$ cat src/rtl/fixed_point_quantizer_rounding_modes_top_assert.svh
// assertion macros used by the quantizer top level
`ifndef FIXED_POINT_QUANTIZER_ROUNDING_MODES_TOP_ASSERT_SVH
`define FIXED_POINT_QUANTIZER_ROUNDING_MODES_TOP_ASSERT_SVH

// same-cycle implication, checked outside reset
`define FPQ_ASSERT_IMP(lbl, clk_s, rstn_s, ante, cons) \
    lbl: assert property (@(posedge clk_s) disable iff (!rstn_s) (ante) |-> (cons)) \
        else $error("fpq check failed");

// next-cycle implication, checked outside reset
`define FPQ_ASSERT_NXT(lbl, clk_s, rstn_s, ante, cons) \
    lbl: assert property (@(posedge clk_s) disable iff (!rstn_s) (ante) |=> (cons)) \
        else $error("fpq check failed");

`endif

$ cat src/rtl/fpq_pkg.sv
// types and constants of the fixed-point quantizer
package fpq_pkg;

    localparam int IN_WIDTH  = 48;
    localparam int IN_FRAC   = 24;
    localparam int RND_W     = 7;
    localparam int PROB_W    = 7;
    localparam int INTB_W    = 5;
    localparam int FRACB_W   = 5;
    localparam int EXP_W     = $clog2(IN_WIDTH);
    localparam int PROD_W    = RND_W + IN_FRAC;
    localparam int RND_SCALE = 100;

    localparam int APB_DW    = 32;
    localparam int APB_AW    = 4;

    typedef enum logic [1:0] {
        MODE_STOCHASTIC = 2'd0,
        MODE_NEAREST    = 2'd1,
        MODE_PROB       = 2'd2,
        MODE_TRUNCATE   = 2'd3
    } mode_t;

    typedef enum logic [1:0] {
        REG_INT_BITS     = 2'd0,
        REG_FRAC_BITS    = 2'd1,
        REG_MODE         = 2'd2,
        REG_PROB_PERCENT = 2'd3
    } reg_idx_t;

    localparam logic [INTB_W-1:0]  RST_INT_BITS  = INTB_W'(8);
    localparam logic [FRACB_W-1:0] RST_FRAC_BITS = FRACB_W'(8);
    localparam mode_t              RST_MODE      = MODE_NEAREST;
    localparam logic [PROB_W-1:0]  RST_PROB      = PROB_W'(50);

    typedef struct packed {
        logic signed [IN_WIDTH-1:0] value;
        logic [RND_W-1:0]           random;
        logic                       last;
    } in_word_t;

    typedef struct packed {
        logic signed [IN_WIDTH-1:0] quantized;
        logic                       saturated;
        logic                       last_res;
    } out_word_t;

    // settings seen by the datapath, grid values already worked out
    typedef struct packed {
        mode_t                mode;
        logic [PROB_W-1:0]    prob_percent;
        logic [EXP_W-1:0]     step_exp;
        logic [IN_WIDTH-1:0]  lim;
        logic [IN_WIDTH-1:0]  step;
        logic [IN_WIDTH-1:0]  step_mask;
        logic [IN_WIDTH-1:0]  bound_pos;
    } cfg_t;

endpackage

$ cat src/rtl/fpq_cfg.sv
// apb register file and grid setup of the quantizer
module fpq_cfg
(
    input  logic                        clk,
    input  logic                        rst_n,
    input  logic                        psel,
    input  logic                        penable,
    input  logic                        pwrite,
    input  logic [fpq_pkg::APB_AW-1:0]  paddr,
    input  logic [fpq_pkg::APB_DW-1:0]  pwdata,
    output logic [fpq_pkg::APB_DW-1:0]  prdata,
    output logic                        pready,
    output fpq_pkg::cfg_t               cfg
);
    import fpq_pkg::*;

    logic [INTB_W-1:0]  int_bits_reg;
    logic [FRACB_W-1:0] frac_bits_reg;
    mode_t              mode_reg;
    logic [PROB_W-1:0]  prob_reg;
    cfg_t               derived_reg;
    cfg_t               derived_next;
    reg_idx_t           idx;
    logic               wr_en;

    function automatic cfg_t grid_setup(
        input logic [INTB_W-1:0]  ib,
        input logic [FRACB_W-1:0] fb,
        input mode_t              md,
        input logic [PROB_W-1:0]  pp
    );
        logic [EXP_W:0]   e_sum;
        logic [EXP_W-1:0] e;
        logic [EXP_W-1:0] f;
        logic [EXP_W-1:0] s;
        cfg_t             c;
        e_sum = (EXP_W+1)'(ib) + (EXP_W+1)'(IN_FRAC);
        if (e_sum > (EXP_W+1)'(IN_WIDTH - 1))
            e = EXP_W'(IN_WIDTH - 1);
        else
            e = e_sum[EXP_W-1:0];
        if (EXP_W'(fb) > EXP_W'(IN_FRAC))
            f = EXP_W'(IN_FRAC);
        else
            f = EXP_W'(fb);
        s = EXP_W'(IN_FRAC) - f;
        if (s > e)
            s = e;
        c.mode         = md;
        c.prob_percent = pp;
        c.step_exp     = s;
        c.lim          = IN_WIDTH'(1) << e;
        c.step         = IN_WIDTH'(1) << s;
        c.step_mask    = c.step - IN_WIDTH'(1);
        c.bound_pos    = c.lim - c.step;
        return c;
    endfunction

    assign idx    = reg_idx_t'(paddr[APB_AW-1:2]);
    assign wr_en  = psel && penable && pwrite;
    assign pready = 1'b1;

    always_ff @(posedge clk or negedge rst_n)
    begin
        if (!rst_n)
        begin
            int_bits_reg  <= RST_INT_BITS;
            frac_bits_reg <= RST_FRAC_BITS;
            mode_reg      <= RST_MODE;
            prob_reg      <= RST_PROB;
        end
        else if (wr_en)
        begin
            unique case (idx)
                REG_INT_BITS:     int_bits_reg  <= pwdata[INTB_W-1:0];
                REG_FRAC_BITS:    frac_bits_reg <= pwdata[FRACB_W-1:0];
                REG_MODE:         mode_reg      <= mode_t'(pwdata[1:0]);
                REG_PROB_PERCENT: prob_reg      <= pwdata[PROB_W-1:0];
                default:          ;
            endcase
        end
    end

    // grid values are registered and follow the registers in the next cycle
    assign derived_next = grid_setup(int_bits_reg, frac_bits_reg, mode_reg, prob_reg);

    always_ff @(posedge clk or negedge rst_n)
    begin
        if (!rst_n)
            derived_reg <= grid_setup(RST_INT_BITS, RST_FRAC_BITS, RST_MODE, RST_PROB);
        else
            derived_reg <= derived_next;
    end

    assign cfg = derived_reg;

    always_comb
    begin
        unique case (idx)
            REG_INT_BITS:     prdata = APB_DW'(int_bits_reg);
            REG_FRAC_BITS:    prdata = APB_DW'(frac_bits_reg);
            REG_MODE:         prdata = APB_DW'(mode_reg);
            REG_PROB_PERCENT: prdata = APB_DW'(prob_reg);
            default:          prdata = '0;
        endcase
    end

endmodule

$ cat src/rtl/fixed_point_quantizer_rounding_modes_top.sv
// top level of the fixed-point quantizer: register port and rounding pipeline
//
//  channel   | direction | handshake                  | word
//  ----------+-----------+----------------------------+--------------------------
//  item      | in        | item_valid / item_ready    | value, random, last
//  result    | out       | result_valid / result_ready| quantized, saturated, last_res
//  apb       | in/out    | psel, penable, pready      | paddr, pwdata, prdata
//
// one word per cycle while result_ready keeps the output stage moving
// five register stages: input, magnitude, rounding decision, step add, sign restore
// each stage moves when the one after it is empty or moving, so stalls back up
// without a bubble; item_ready drops only when every stage holds a word
// reset empties all stages and loads the default settings
`include "fixed_point_quantizer_rounding_modes_top_assert.svh"

module fixed_point_quantizer_rounding_modes_top
(
    input  logic                        clk,
    input  logic                        rst_n,
    input  logic                        item_valid,
    output logic                        item_ready,
    input  fpq_pkg::in_word_t           item,
    output logic                        result_valid,
    input  logic                        result_ready,
    output fpq_pkg::out_word_t          result,
    input  logic                        psel,
    input  logic                        penable,
    input  logic                        pwrite,
    input  logic [fpq_pkg::APB_AW-1:0]  paddr,
    input  logic [fpq_pkg::APB_DW-1:0]  pwdata,
    output logic [fpq_pkg::APB_DW-1:0]  prdata,
    output logic                        pready
);
    import fpq_pkg::*;

    // stage payloads
    typedef struct packed {
        logic                neg;
        logic [IN_WIDTH-1:0] mag;
        logic [RND_W-1:0]    rnd;
        logic                last;
    } mag_st_t;

    typedef struct packed {
        logic                neg;
        logic                last;
        logic [IN_WIDTH-1:0] trunc;
        logic [IN_WIDTH-1:0] bound;
        logic                up;
        logic                sat;
    } dec_st_t;

    typedef struct packed {
        logic                neg;
        logic                last;
        logic [IN_WIDTH-1:0] res;
        logic [IN_WIDTH-1:0] bound;
        logic                sat;
    } res_st_t;

    cfg_t      cfg;

    logic      v1_reg, v2_reg, v3_reg, v4_reg, vo_reg;
    logic      rdy1, rdy2, rdy3, rdy4, rdyo;

    in_word_t  s1_reg;
    mag_st_t   s2_reg, s2_next;
    dec_st_t   s3_reg, s3_next;
    res_st_t   s4_reg, s4_next;
    out_word_t so_reg, so_next;

    logic [IN_FRAC-1:0]  rem;
    logic [PROD_W-1:0]   rem_x100;
    logic [PROD_W-1:0]   rnd_scaled;
    logic [IN_WIDTH:0]   stepped;

    fpq_cfg u_cfg
    (
        .clk     (clk),
        .rst_n   (rst_n),
        .psel    (psel),
        .penable (penable),
        .pwrite  (pwrite),
        .paddr   (paddr),
        .pwdata  (pwdata),
        .prdata  (prdata),
        .pready  (pready),
        .cfg     (cfg)
    );

    // stall chain, output side first
    assign rdyo       = !vo_reg || result_ready;
    assign rdy4       = !v4_reg || rdyo;
    assign rdy3       = !v3_reg || rdy4;
    assign rdy2       = !v2_reg || rdy3;
    assign rdy1       = !v1_reg || rdy2;
    assign item_ready = rdy1;

    always_ff @(posedge clk or negedge rst_n)
    begin
        if (!rst_n)
        begin
            v1_reg <= 1'b0;
            v2_reg <= 1'b0;
            v3_reg <= 1'b0;
            v4_reg <= 1'b0;
            vo_reg <= 1'b0;
        end
        else
        begin
            if (rdy1) v1_reg <= item_valid;
            if (rdy2) v2_reg <= v1_reg;
            if (rdy3) v3_reg <= v2_reg;
            if (rdy4) v4_reg <= v3_reg;
            if (rdyo) vo_reg <= v4_reg;
        end
    end

    // magnitude and sign
    always_comb
    begin
        s2_next.neg  = s1_reg.value[IN_WIDTH-1];
        s2_next.mag  = s2_next.neg ? (IN_WIDTH'(0) - IN_WIDTH'(s1_reg.value))
                                   : IN_WIDTH'(s1_reg.value);
        s2_next.rnd  = s1_reg.random;
        s2_next.last = s1_reg.last;
    end

    // leftover below the grid, first clamp and rounding decision
    assign rem        = s2_reg.mag[IN_FRAC-1:0] & cfg.step_mask[IN_FRAC-1:0];
    assign rem_x100   = PROD_W'(rem) * PROD_W'(RND_SCALE);
    assign rnd_scaled = PROD_W'(s2_reg.rnd) << cfg.step_exp;

    always_comb
    begin
        s3_next.neg   = s2_reg.neg;
        s3_next.last  = s2_reg.last;
        s3_next.trunc = s2_reg.mag & ~cfg.step_mask;
        s3_next.bound = s2_reg.neg ? cfg.lim : cfg.bound_pos;
        s3_next.sat   = s2_reg.mag > s3_next.bound;
        case (cfg.mode)
            MODE_STOCHASTIC: s3_next.up = rem_x100 > rnd_scaled;
            MODE_NEAREST:    s3_next.up = ((IN_WIDTH+1)'(rem) << 1) >=
                                          (IN_WIDTH+1)'(cfg.step);
            MODE_PROB:       s3_next.up = (s2_reg.mag != '0) &&
                                          (cfg.prob_percent > s2_reg.rnd);
            default:         s3_next.up = 1'b0;
        endcase
    end

    // step away from zero and second clamp
    assign stepped = (IN_WIDTH+1)'(s3_reg.trunc) +
                     (s3_reg.up ? (IN_WIDTH+1)'(cfg.step) : (IN_WIDTH+1)'(0));

    always_comb
    begin
        s4_next.neg   = s3_reg.neg;
        s4_next.last  = s3_reg.last;
        s4_next.bound = s3_reg.bound;
        if (s3_reg.sat || (stepped > (IN_WIDTH+1)'(s3_reg.bound)))
        begin
            s4_next.res = s3_reg.bound;
            s4_next.sat = 1'b1;
        end
        else
        begin
            s4_next.res = stepped[IN_WIDTH-1:0];
            s4_next.sat = 1'b0;
        end
    end

    // sign restore
    always_comb
    begin
        so_next.quantized = s4_reg.neg ? $signed(IN_WIDTH'(0) - s4_reg.res)
                                       : $signed(s4_reg.res);
        so_next.saturated = s4_reg.sat;
        so_next.last_res  = s4_reg.last;
    end

    // payload registers, loaded whenever the stage may move
    always_ff @(posedge clk)
    begin
        if (rdy1) s1_reg <= item;
        if (rdy2) s2_reg <= s2_next;
        if (rdy3) s3_reg <= s3_next;
        if (rdy4) s4_reg <= s4_next;
        if (rdyo) so_reg <= so_next;
    end

    assign result_valid = vo_reg;
    assign result       = so_reg;

    // checks
    `FPQ_ASSERT_IMP(a_ready_when_out_empty, clk, rst_n, !vo_reg, item_ready)
    `FPQ_ASSERT_IMP(a_truncate_never_moves, clk, rst_n,
        v3_reg && (cfg.mode == MODE_TRUNCATE), !s3_reg.up)
    `FPQ_ASSERT_IMP(a_res_within_bound, clk, rst_n, v4_reg, s4_reg.res <= s4_reg.bound)
    `FPQ_ASSERT_IMP(a_result_on_grid, clk, rst_n, vo_reg,
        (IN_WIDTH'(so_reg.quantized) & cfg.step_mask) == '0)
    `FPQ_ASSERT_NXT(a_stall_keeps_word, clk, rst_n, vo_reg && !result_ready,
        vo_reg && (so_reg == $past(so_reg)))

endmodule
$ cat config.mk
export PLATFORM = sky130hd
export DESIGN_NAME = fixed_point_quantizer_rounding_modes_top
export DESIGN_NICKNAME = d
export VERILOG_FILES = /design/src/rtl/fpq_pkg.sv /design/src/rtl/fpq_cfg.sv /design/src/rtl/fixed_point_quantizer_rounding_modes_top.sv
export VERILOG_INCLUDE_DIRS = /design/src /design/src/rtl
export SDC_FILE = /design/constraint.sdc
export NUM_CORES = 1
export LEC_CHECK = 0
export BUFFER_PORTS_ARGS = -buffer_cell sky130_fd_sc_hd__buf_2
export CAP_MARGIN = 20
export CELL_PAD_IN_SITES_DETAIL_PLACEMENT = 1
export CELL_PAD_IN_SITES_GLOBAL_PLACEMENT = 1
export CORE_MARGIN = 3
export CORE_UTILIZATION = 35
export CTS_CLUSTER_SIZE = 30
export DETAILED_ROUTE_END_ITERATION = 6
export PLACE_DENSITY_LB_ADDON = 0.1
export SLEW_MARGIN = 20
export SYNTH_ARGS = -nofsm -noshare
export SYNTH_HDL_FRONTEND = slang
export SYNTH_SLANG_ARGS = --single-unit
$ cat constraint.sdc
create_clock -name clk -period 7.3 [get_ports clk]
set_input_delay 1.095 -clock clk [delete_from_list [all_inputs] [get_ports clk]]
set_output_delay 1.095 -clock clk [all_outputs]
set_load 0.01 [all_outputs]
==> results of run 1 <==
## power groups by stage
stage                     sequential (mW)  clock, mW  combinational (mW)
final                                5.24       3.27                9.37
after detailed placement             5.29          0                9.37
after global placement               5.26          0                9.10
after floorplan                      4.95          0                6.25
after global routing                 5.34       3.51                10.5
after CTS                            5.24       3.38                9.47
## layout make-up
cell class,count,area [µm²],area share
clock inverters,37,312,0.00802
clock buffers,89,1850,0.0477
well taps,1254,1570,0.0404
repair buffers,292,1910,0.0493
multi-input cells,2259,16600,0.428
inverters,338,1270,0.0327
diodes,7,17.5,0.000451
flip-flops and latches,545,15300,0.393
## stage by stage
step                instances  worst slack, ns  hold WS [ns]
finish                   4821            0.580         0.356
global route             4814           0.0252         0.355
CTS                      4814            0.463         0.326
detailed placement       4688            0.515         0.372
global placement         4688            0.548         0.363
floorplan                3234             1.11         0.357
## kinds of logic after synthesis
kind of cell	Yosys count	synth area share
compound gates	601	0.115
xor+xnor	219	0.0575
fa+ha+maj	361	0.140
buf+inv	430	0.0513
flops	545	0.458
mux	134	0.0436
other cells	2	0.000225
simple gates	883	0.135
## final timing paths
kind,from,end,depth (start not counted)
max,s3_reg[1],s4_reg[57],26
max in group asynchronous,rst_n,u_cfg.cfg[73],2
min,rst_n,u_cfg.cfg[98],1
min in group clk,u_cfg.prob_reg[4],u_cfg.cfg[202],0
max reg2reg,s3_reg[1],s4_reg[57],26
min reg2reg,u_cfg.prob_reg[4],u_cfg.cfg[202],0
## cell usage in the layout, fill, tap and decap left out, types with 18 or more instances in the layout
| cell type | synthesis | layout |
|---|---|---|
| buf_2 | 0 | 129 |
| nand2_1 | 240 | 238 |
| edfxtp_1 | 314 | 314 |
| inv_1 | 337 | 336 |
| xor2_1 | 37 | 37 |
| or3_1 | 34 | 34 |
| a21o_1 | 97 | 97 |
| xnor2_1 | 182 | 182 |
| a21oi_1 | 159 | 159 |
| dfstp_2 | 45 | 45 |
| clkbuf_16 | 0 | 70 |
| dfrtp_1 | 186 | 186 |
| mux2i_1 | 62 | 62 |
| nor3_1 | 40 | 40 |
| and3_1 | 18 | 18 |
| and2_1 | 64 | 64 |
| nor2b_1 | 88 | 88 |
| o21a_1 | 25 | 24 |
| o21ai_0 | 140 | 140 |
| nand3_1 | 66 | 65 |
| a211oi_1 | 19 | 19 |
| nand2b_1 | 40 | 40 |
| nor2_1 | 156 | 156 |
| fa_1 | 21 | 21 |
| nor4_1 | 28 | 26 |
| ha_1 | 340 | 340 |
| o31ai_1 | 33 | 33 |
| buf_4 | 26 | 159 |
| o21bai_1 | 21 | 21 |
| conb_1 | 2 | 61 |
| nand4_1 | 55 | 55 |
| mux2_2 | 70 | 70 |
## critical path, cell delays in order, from the launching register on
cell and delay, ns:
edfxtp_1 0.41, buf_12 0.19, and2_1 0.17, ha_1 0.22, fa_1 0.44, a211oi_1 0.31
o21a_1 0.21, nor3b_1 0.08, o31ai_1 0.24, buf_4 0.18, o21ai_0 0.21, o21ai_0 0.40
o21ai_0 0.21, xor2_1 0.19, ha_1 0.32, nand4_1 0.15, nor3_1 0.39, nand2_1 0.19
nor4_2 0.37, buf_4 0.21, a31oi_1 0.10, nand2_1 0.07, nand2_1 0.05, a31oi_1 0.21
o21a_2 0.20, buf_12 0.24, mux2_2 0.40
## routing by layer
layer  part of all wire  vias to the layer above  GRT usage
li1                   -                    11800          -
met1               0.47                    12000      0.291
met2               0.46                      445      0.353
met3              0.041                      158     0.0340
met4              0.036                        0     0.0725
met5                  0                        -          0
==> run summary, run 1 <==
The tools report the sequential power share as 0.293. The worst setup path is launched from a register. The number of flip-flops in the largest register is 207. By area the synthesized netlist is led by edfxtp_1 28%, dfrtp_1 14%, ha_1 13%.

The total negative setup slack is 0 ns, and the relative contribution of combinational cells to total power is 0.524. The number of search-and-repair iterations in the first detailed-routing pass came out at 5. Across the VDD grid, the largest voltage drop is 205 µV.

In the final routed layout, each cell accounts on average for 22.0 µm. The via count of the first global-routing pass is 26500. The combined global-route utilization of all metal layers is 0.216. Final count of hold timing violations: 0. For the effective utilization at floorplan, the log shows 0.355. Compared with the post-synthesis result, the final layout area differs by 16.4%. The core region is 93900 µm². After routing the design area is 38800 µm². In this run the deepest clock path goes through 3 buffers.

Total number of vias: 24400. For the placed instance area, the log shows 36600 µm². Post-CTS timing repair inserted 0 buffers for setup. Setup violations remaining at the end of the flow were counted as 0.

The per-cell via count in the routed design is 5.07. Gates resized during post-CTS repair numbered 0. The maximum number of pins on one net before global-route repair was 119. Routability-driven placement congestion ratio: 0.899. The fraction of the cycle the final worst path needs was 0.921.

The worst min-delay path category is input pin to asynchronous set/reset pin. The internal power of the cells totals 10.3 mW. The fraction of final layout cells sized beyond drive strength 1 is 0.154. TritonCTS built the clock tree.

The synthesized netlist occupies a cell area of 33300 µm². The worst setup path is of the register to register kind. The count of pins on the block boundary came out at 184. The kind of capture point of the worst setup path is a register. For flop-to-flop paths, the worst setup slack is 0.58 ns. After clock tree synthesis, the clock-pin slew on the worst setup and hold paths is 0.06 ns. After global routing the overflow that remains totals 0. After floorplanning, the core was divided into 112 placement rows. The fraction of power spent switching nets is 0.424. The logs give 99000 µm² for the die footprint and 545 for the total number of clock tree sinks. Averaged over all synthesized cells, the footprint is 10.5 µm². The clock arrives with 0.0301 ns of skew. Counting flops with a built-in enable in the synthesized netlist gives 314.

The count of nets left with antenna violations once routing finished came out at 0. The library cell with the largest summed area after synthesis is edfxtp_1. Highest clock rate: 0.149 GHz. At the end of the flow, the number of nets in the layout was 3964.

The proportion of netlist area held by the largest area contributor was 0.283; the source-to-sink clock delay at the later pin of the worst-skew pair was 0.65 ns. For this design the static power due to leakage is 18.0 nW. The number of hold buffers added after CTS was 0. The tools report the data arrival time of the critical path as 7.10 ns. The number of warnings reported in the yosys synthesis log was 0; the share of synthesized registers carrying an async set or reset was 0.424. Counting the buffers created by CTS gives 68. Max-cap violations in this run came to 0. Yosys instantiated no cell more often than ha_1.

For this run, the leading register cell type out of synthesis is edfxtp_1. The run gives 10 as the initial antenna violation count. The HPWL after detailed placement is 88300 µm. The tools report the count of filler cells inserted in the layout as 10500. For the worst setup path, the data required time is 7.68 ns. The headroom to the max-slew limit was 0.334; the post-synthesis sequential area ratio was 0.458.

In this run the clock root is driven by a clkbuf_16. The run finished with clean final reports. For this run, design rule violations remaining after detail routing come to 0. Count of different cell masters after synthesis: 74. By count the netlist is led by 340 x ha_1, 337 x inv_1, 314 x edfxtp_1, 240 x nand2_1, 186 x dfrtp_1. Along the worst path, the maximum fanout reaches 49.

Input and output buffers added on the ports amount to 130. The H-tree level count is 3, and the shortest period the worst path allows is 6.72 ns. At the pin with the least slew margin, the transition time is 0.971 ns. The DRC marker count from the first detailed-route iteration is 1320, and the chip width is 315 µm. The power share of the clock group is 0.183, and the total power of the final layout is 17.9 mW. The tools report the wire length of the first global-routing pass as 161000 µm.

Setup repair after global routing left no endpoint under its margin. The final layout contains routed wiring with a total length of 106000 µm. The core utilization of the finished layout is 0.414, and the cell count after synthesis is 3175. The die is 315 µm tall. For this design the ratio of total power to cell area is 460 nW/µm². The net switching power figure is 7.58 mW, and the flip-flop and latch count after synthesis is 545. The max-slew violation total from the final report was 0.
No activity file was read; power rests on OpenSTA's default activity.
==> run 2: changes to the inputs <==
- CORE_UTILIZATION: 35 -> 50
- GPL_TIMING_DRIVEN: unset -> 0
==> run summary, run 2 (synthesis gave the netlist of run 1 again) <==
The chip width came out at 264 µm. Compared with the post-synthesis result, the final layout area differs by 13.6%. The routed layout has 25000 vias. The worst setup path is captured at a register. The initial antenna violation count was 4; the minimum setup slack among reg-to-reg paths was 0.24 ns. After clock tree synthesis, the clock-pin slew on the worst setup and hold paths is 0.07 ns. The fraction of final layout cells sized beyond drive strength 1 is 0.132. Highest clock rate: 0.142 GHz.

In this run the number of H-tree levels came out at 2. In this run the critical register-to-register path is launched from u_cfg.frac_bits_reg[4]. Clock skew on the completed layout was measured at 0.0343 ns.

184 I/O pins were placed. The fraction of power spent switching nets was 0.433; the fraction of the cycle the final worst path needs was 0.967. Headroom to the max-slew limit: 0.117. The power density over the cells was 464 nW/µm²; the post-placement worst setup slack was -2.09 ns. The worst min-delay path category was input pin to asynchronous set/reset pin. Kind of cell adding the most delay to the critical path: compound AO/OA/AOI/OAI gates. The run finished with clean final reports. By startpoint and endpoint, the worst setup path is classified as register to register.

The tools report the startpoint type of the worst setup path as a register. For the leakage component of the power, the log shows 17.6 nW. Setup repair after global routing could not meet its margin everywhere. For the post-layout net count, the log shows 3903. The cell sitting at the root of the clock tree is a clkbuf_16. Data arrives at the worst endpoint at 7.61 ns. Fill cells in the final layout number 7184. The routability-driven placement congestion ratio is 0.964, and the internal power of the cells is 9.97 mW.

Aggregate routed wire length: 102000 µm. The combined global-route utilization of all metal layers was 0.291; the pin slew with the least headroom to its limit was 1.32 ns. Summing all placed instances gives a cell area of 35600 µm².

The initialized floorplan defines 94 standard-cell rows. The effective utilization at floorplan is 0.506. On the worst path, the slowest cell contributes a delay of 0.68 ns.

The clock passes through at most 3 buffers. Max-cap violations in this run came to 0. Counting buffers and inverters, the worst setup path is 29 cells deep.

Setup violations remaining at the end of the flow were counted as 0. The worst supply voltage drop on vdd came out at 263 µV. In the final timing run, aggregate negative setup slack is 0 ns. Port buffering added 130 buffers. The tools report the DRC marker count from the first detailed-route iteration as 1364. The CTS buffer count is 59, and the per-cell routed wire length is 23.3 µm.

The register with the most flip-flops in the layout has 207 of them. For this run, design rule violations remaining after detail routing come to 0. The die covers 69800 µm². Final count of hold timing violations: 0. In the layout the commonest cells are 340 x ha_1, 335 x inv_1, 314 x edfxtp_1, 237 x nand2_1, 186 x dfrtp_1.

The area of the placeable core is 65900 µm², and the buffering stage count on the worst path with inverters included is 6. The tools report the max-slew violation total from the final report as 0. Summed over all nets, the switching power comes to 7.60 mW.

The slack of the critical path is 0.242 ns. The tools report the relative contribution of combinational cells to total power as 0.534. In the routed layout, each cell is associated on average with a via count of 5.73. Of all nets on the critical path, the largest fanout is 10. Final design area excluding fillers: 37900 µm². The run gives 156000 µm as the wire length of the first global-routing pass. Hold is met by 0.357 ns. The slowest stage of the critical path belongs to the cell xnor2_2. TritonCTS built the clock tree. Counting cells, the worst reg-to-reg path comes to 29. For the sequential power share, the log shows 0.294.

The power share of the clock group is 0.172, and the hold buffer count at CTS is 0. For this design, the sink count on the clock tree is 545. The height of the chip came out at 264 µm. Summed over all nets, the half-perimeter wirelength after detailed placement is 82900 µm. The detail route stage leaves a number of antenna-violating nets equal to 0. The tools report the destination of the worst register-to-register timing path as u_cfg.cfg[44]. Counting I/O delays and the setup requirement, the final critical path takes 7.06 ns. The pre-antenna-repair detailed-routing pass consisted of 5 iterations. The run gives 27300 as the via count of the first global-routing pass. Entering global routing, the biggest net connects 104 pins.

The library cell used most frequently in the layout, excluding fill and tap cells, is ha_1. Clock latency on the worst-skew pair, taken at its later pin, is 0.66 ns. For the worst setup path, the data required time is 7.86 ns. For this run the aggregate overflow at the end of global routing stands at 0.
-- run 2: cell count changes in the layout (fill, tap and decap cells not counted), sizes merged --
cell	before	now
bufinv	2	3
clkinvlp	1	4
clkinv	30	18
diode	7	2
inv	342	337
buf	292	183
clkbuf	89	143
-- run 2: what timing repair did --
action,4_1_cts,5_1_grt
setup endpoints to repair,102,63
buffers inserted,7,3
gates resized for setup,32,24
pin swaps,5,3
-- run 2: worst register-to-register path: cells and delay by family, from the launching register on --
family,cells,cell delay (ns)
AOI/OAI and AO/OA,8,1.62
buffers and inverters,6,1.20
DFF,1,0.44
xor gates and xnor gates,2,0.86
and+or+nand+nor,9,1.49
adders and majority gates,4,1.38
-- run 2: worst max path at each step --
stage          slack, ns              startpoint             to
3_5_place_dp       -2.09  u_cfg.frac_bits_reg[4]  u_cfg.cfg[42]
2_1_floorplan       1.11               s3_reg[1]     s4_reg[87]
3_3_place_gp       -2.04               s3_reg[1]     s4_reg[87]
6_report            0.24  u_cfg.frac_bits_reg[4]  u_cfg.cfg[44]
5_1_grt            -0.02  u_cfg.frac_bits_reg[4]  u_cfg.cfg[44]
4_1_cts             0.02  u_cfg.frac_bits_reg[4]  u_cfg.cfg[32]
-- run 2: power by group through the flow --
stage,Clock (mW),Combinational [mW],Sequential (mW)
after floorplan,0,6.25,4.95
after global placement,0,8.56,5.17
after detailed placement,0,9.10,5.20
after CTS,3.07,9.29,5.15
after global routing,3.21,10.4,5.25
final,3.02,9.38,5.16
-- run 2: cell type report --
cell class              count  area (µm²)  share of cell area
diodes                      2        5.00            0.000132
plain buffers              89         443              0.0117
clock buffers              86        1710              0.0452
clock inverters            24         259             0.00684
inverters                 338        1270              0.0336
multi-input cells        2259       16900               0.446
flip-flops and latches    545       15300               0.403
well taps                 864        1080              0.0285
repair buffers            151         936              0.0247
-- run 2: metrics by stage --
stage               cells  total power [mW]   util
floorplan            3234              11.2      -
global placement     4228              13.7  0.536
detailed placement   4239              14.3  0.540
CTS                  4354              17.5  0.573
global route         4356              18.9  0.575
finish               4358              17.6  0.575
-- run 2: metal layers --
metal,GRT usage,wire (µm),share of wire,vias to the layer above
li1,-,-,-,11700
met1,0.368,43200,0.42,12400
met2,0.502,49100,0.48,615
met3,0.0405,4730,0.047,216
met4,0.117,4640,0.046,0
met5,0,0,0,-
==> run 3: changes to the inputs <==
- RECOVER_POWER: unset -> 100
==> run summary, run 3 (synthesis gave the netlist of run 1 again) <==
The flow ran to the end, but the final reports show violations. The final reports fail on capacitance limit, slew limit. The effective utilization at floorplan is 0.506. Routing usage on met2: 0.502. Startpoint type of the worst setup path: a register. The run gives 0.291 as the combined global-route utilization of all metal layers. The dominant cell type by count on the critical path is ha_1. For the worst setup path, the data required time is 7.86 ns. Dividing the detail-routed wire length by the instance count gives 23.3 µm. The run gives 82900 µm as the post-detailed-placement half-perimeter wirelength. The clock root buffer was clkbuf_16.

The aggregate routed wire length is 102000 µm. The source-to-sink clock delay at the later pin of the worst-skew pair was 0.66 ns; the clock transition time at the flip-flop clock pins of the worst setup and hold paths was 0.07 ns. Of all nets on the critical path, the largest fanout is 10.

The largest stage delay on the critical path was 0.44 ns; the fraction of final layout cells sized beyond drive strength 1 was 0.108. Leaving out fill and tap cells, the most frequent cell in the layout is ha_1. In this run the most used layer during global routing was met2. At the pin with the least slew margin, the transition time is 3.86 ns. For this design, the slowest cell found on the critical path is dfrtp_1.

The buffering stage count on the worst path with inverters included is 7. Setup violations remaining at the end of the flow were counted as 0. In this run the power spent charging and discharging nets is 7.59 mW. For this design, the CTS-stage hold fixing added 0 buffers. The tools report the row count as 94.

184 I/O pins were placed. The routed layout has 25000 vias. The finished cells cover 37600 µm². The number of search-and-repair iterations in the first detailed-routing pass is 5.

On the critical path the largest part of the delay comes from simple AND/OR/NAND/NOR gates. The design draws 17.5 mW. TritonCTS built the clock tree. The worst setup path is captured at a register. The logs give 0 for the final count of hold timing violations and 0.0405 for the met3 demand-to-capacity share in global routing. Hold is met by 0.378 ns. Counting I/O delays and the setup requirement, the final critical path takes 7.06 ns. Leaving out fill and tap cells, the most frequent cells in the layout are 340 x ha_1, 336 x inv_1, 314 x edfxtp_1, 239 x nand2_1, 186 x dfrtp_1.

The tools report the post-detailed-route count of antenna-violating nets as 0. Power spread over the standard cell area amounts to 466 nW/µm². Compared with the post-synthesis result, the final layout area differs by 12.8%.

The total area inside the core boundary comes to 65900 µm². The worst min-delay path category was register to register. Initial antenna violation count: 4.

The run gives 0.172 as the power share of the clock group. After the first detailed-routing iteration, the DRC count stood at 1496. The tool flagged a number of max-cap violations equal to 8. The chip width was 264 µm; the placed instance area was 35600 µm². The fraction of the cycle the final worst path needs came out at 0.967. The via count of the first global-routing pass was 27300; the global-route congestion overflow total was 0. Buffers inserted during clock tree synthesis total 59. The startpoint identified for the worst register-to-register timing path is u_cfg.frac_bits_reg[4].

After detailed routing, the number of vias per cell comes to 5.73. The logs give 0.571 for the core utilization of the finished layout and 475 for the max-slew violation total from the final report. The logs give 3903 for the post-layout net count and 545 for the total number of clock tree sinks.

For this design the static power due to leakage is 17.3 nW. The run gives 0.295 as the sequential power share. The relative contribution of combinational cells to total power is 0.532. The wire length of the first global-routing pass was 156000 µm; the number of flip-flops in the largest register was 207. From bottom edge to top edge, the die measures 264 µm. By startpoint and endpoint, the worst setup path is classified as register to register. For the final database, setup skew stands at 0.0372 ns. The clock tree buffer depth came out at 3.

For the maximum number of pins on one net before global-route repair, the log shows 104. The H-tree generated during clock tree synthesis spans 2 levels. The post-detailed-route DRC marker count is 0, and the routability-driven placement congestion ratio is 0.964. The fraction of power spent switching nets is 0.433. Beginning of the worst hold path: u_cfg.prob_reg[5]. The headroom to the max-slew limit is -1.58, and the highest clock rate is 0.142 GHz.

Internal power comes to 9.93 mW. STA puts the critical path data arrival time at 7.62 ns. The met1 usage in global routing came out at 0.368. Setup repair after global routing could not meet its margin everywhere. The number of buffer cells added on primary ports was 130. The tools report the worst supply voltage drop on vdd as 257 µV. The floorplan step defined a die boundary enclosing 69800 µm².

Startpoint of the most critical setup path: u_cfg.frac_bits_reg[4].
-- run 3: changes by cell type in the layout (fill, tap and decap cells not counted), moves of 2 or more --
cell,before,now
dfstp_2,45,41
clkbuf_1,67,137
or2_1,2,0
mux2_1,0,2
buf_2,131,71
dfstp_1,0,4
mux2_2,70,68
buf_6,4,0
buf_12,2,0
buf_16,4,0
nand2_1,237,239
or2_0,0,2
-- run 3: worst register-to-register path: cells and delay by family, from the launching register on --
kind	cells	cell delay [ns]
fa+ha+maj	4	1.37
xor+xnor	1	0.18
compound gates	9	1.72
flops	1	0.44
simple gates	10	1.92
buf+inv	7	1.34
-- run 3: final cells by class --
class | count | area [µm²]
clock buffers | 86 | 1710
inverters | 338 | 1270
multi-input cells | 2259 | 16900
repair buffers | 151 | 703
flip-flops and latches | 545 | 15300
well taps | 864 | 1080
clock inverters | 24 | 259
fillers | 7215 | 28300
plain buffers | 89 | 442
diodes | 2 | 5.00
-- run 3: routing by layer --
layer	vias to the layer above	routed length, µm
li1	11700	-
met1	12500	42800
met2	612	49300
met3	198	5110
met4	0	4500
met5	-	0
-- run 3: final timing paths --
check | to | slack (ns) | cells after the start
setup / recovery | u_cfg.cfg[44] | 0.24 | 31
hold / removal | u_cfg.cfg[203] | 0.38 | 0
setup reg to reg | u_cfg.cfg[44] | 0.24 | 31
hold reg to reg | u_cfg.cfg[203] | 0.38 | 0
max in group asynchronous | u_cfg.prob_reg[6] | 1.24 | 2
min in group asynchronous | v2_reg | 1.25 | 1
-- run 3: per-stage QoR --
stage	setup TNS, ns	setup slack, ns	instances
after global placement	-116.01	-2.04	4228
after global routing	-0.0429	-0.0230	4356
after CTS	0	0.0207	4354
after detailed placement	-112.86	-2.09	4239
final	0	0.240	4358
after floorplan	0	1.11	3234
-- run 3: power groups by stage --
| stage | registers [mW] | logic [mW] | clock network [mW] |
|---|---|---|---|
| detailed placement | 5.20 | 9.10 | 0 |
| CTS | 5.15 | 9.29 | 3.07 |
| floorplan | 4.95 | 6.25 | 0 |
| global route | 5.26 | 10.3 | 3.21 |
| global placement | 5.17 | 8.56 | 0 |
| finish | 5.18 | 9.32 | 3.02 |
-- run 3: what timing repair did --
| item | 4_1_cts | 5_1_grt |
|---|---|---|
| setup buffers | 7 | 3 |
| gates resized for setup | 32 | 24 |
| pin swaps | 5 | 3 |
| setup endpoints to repair | 102 | 63 |
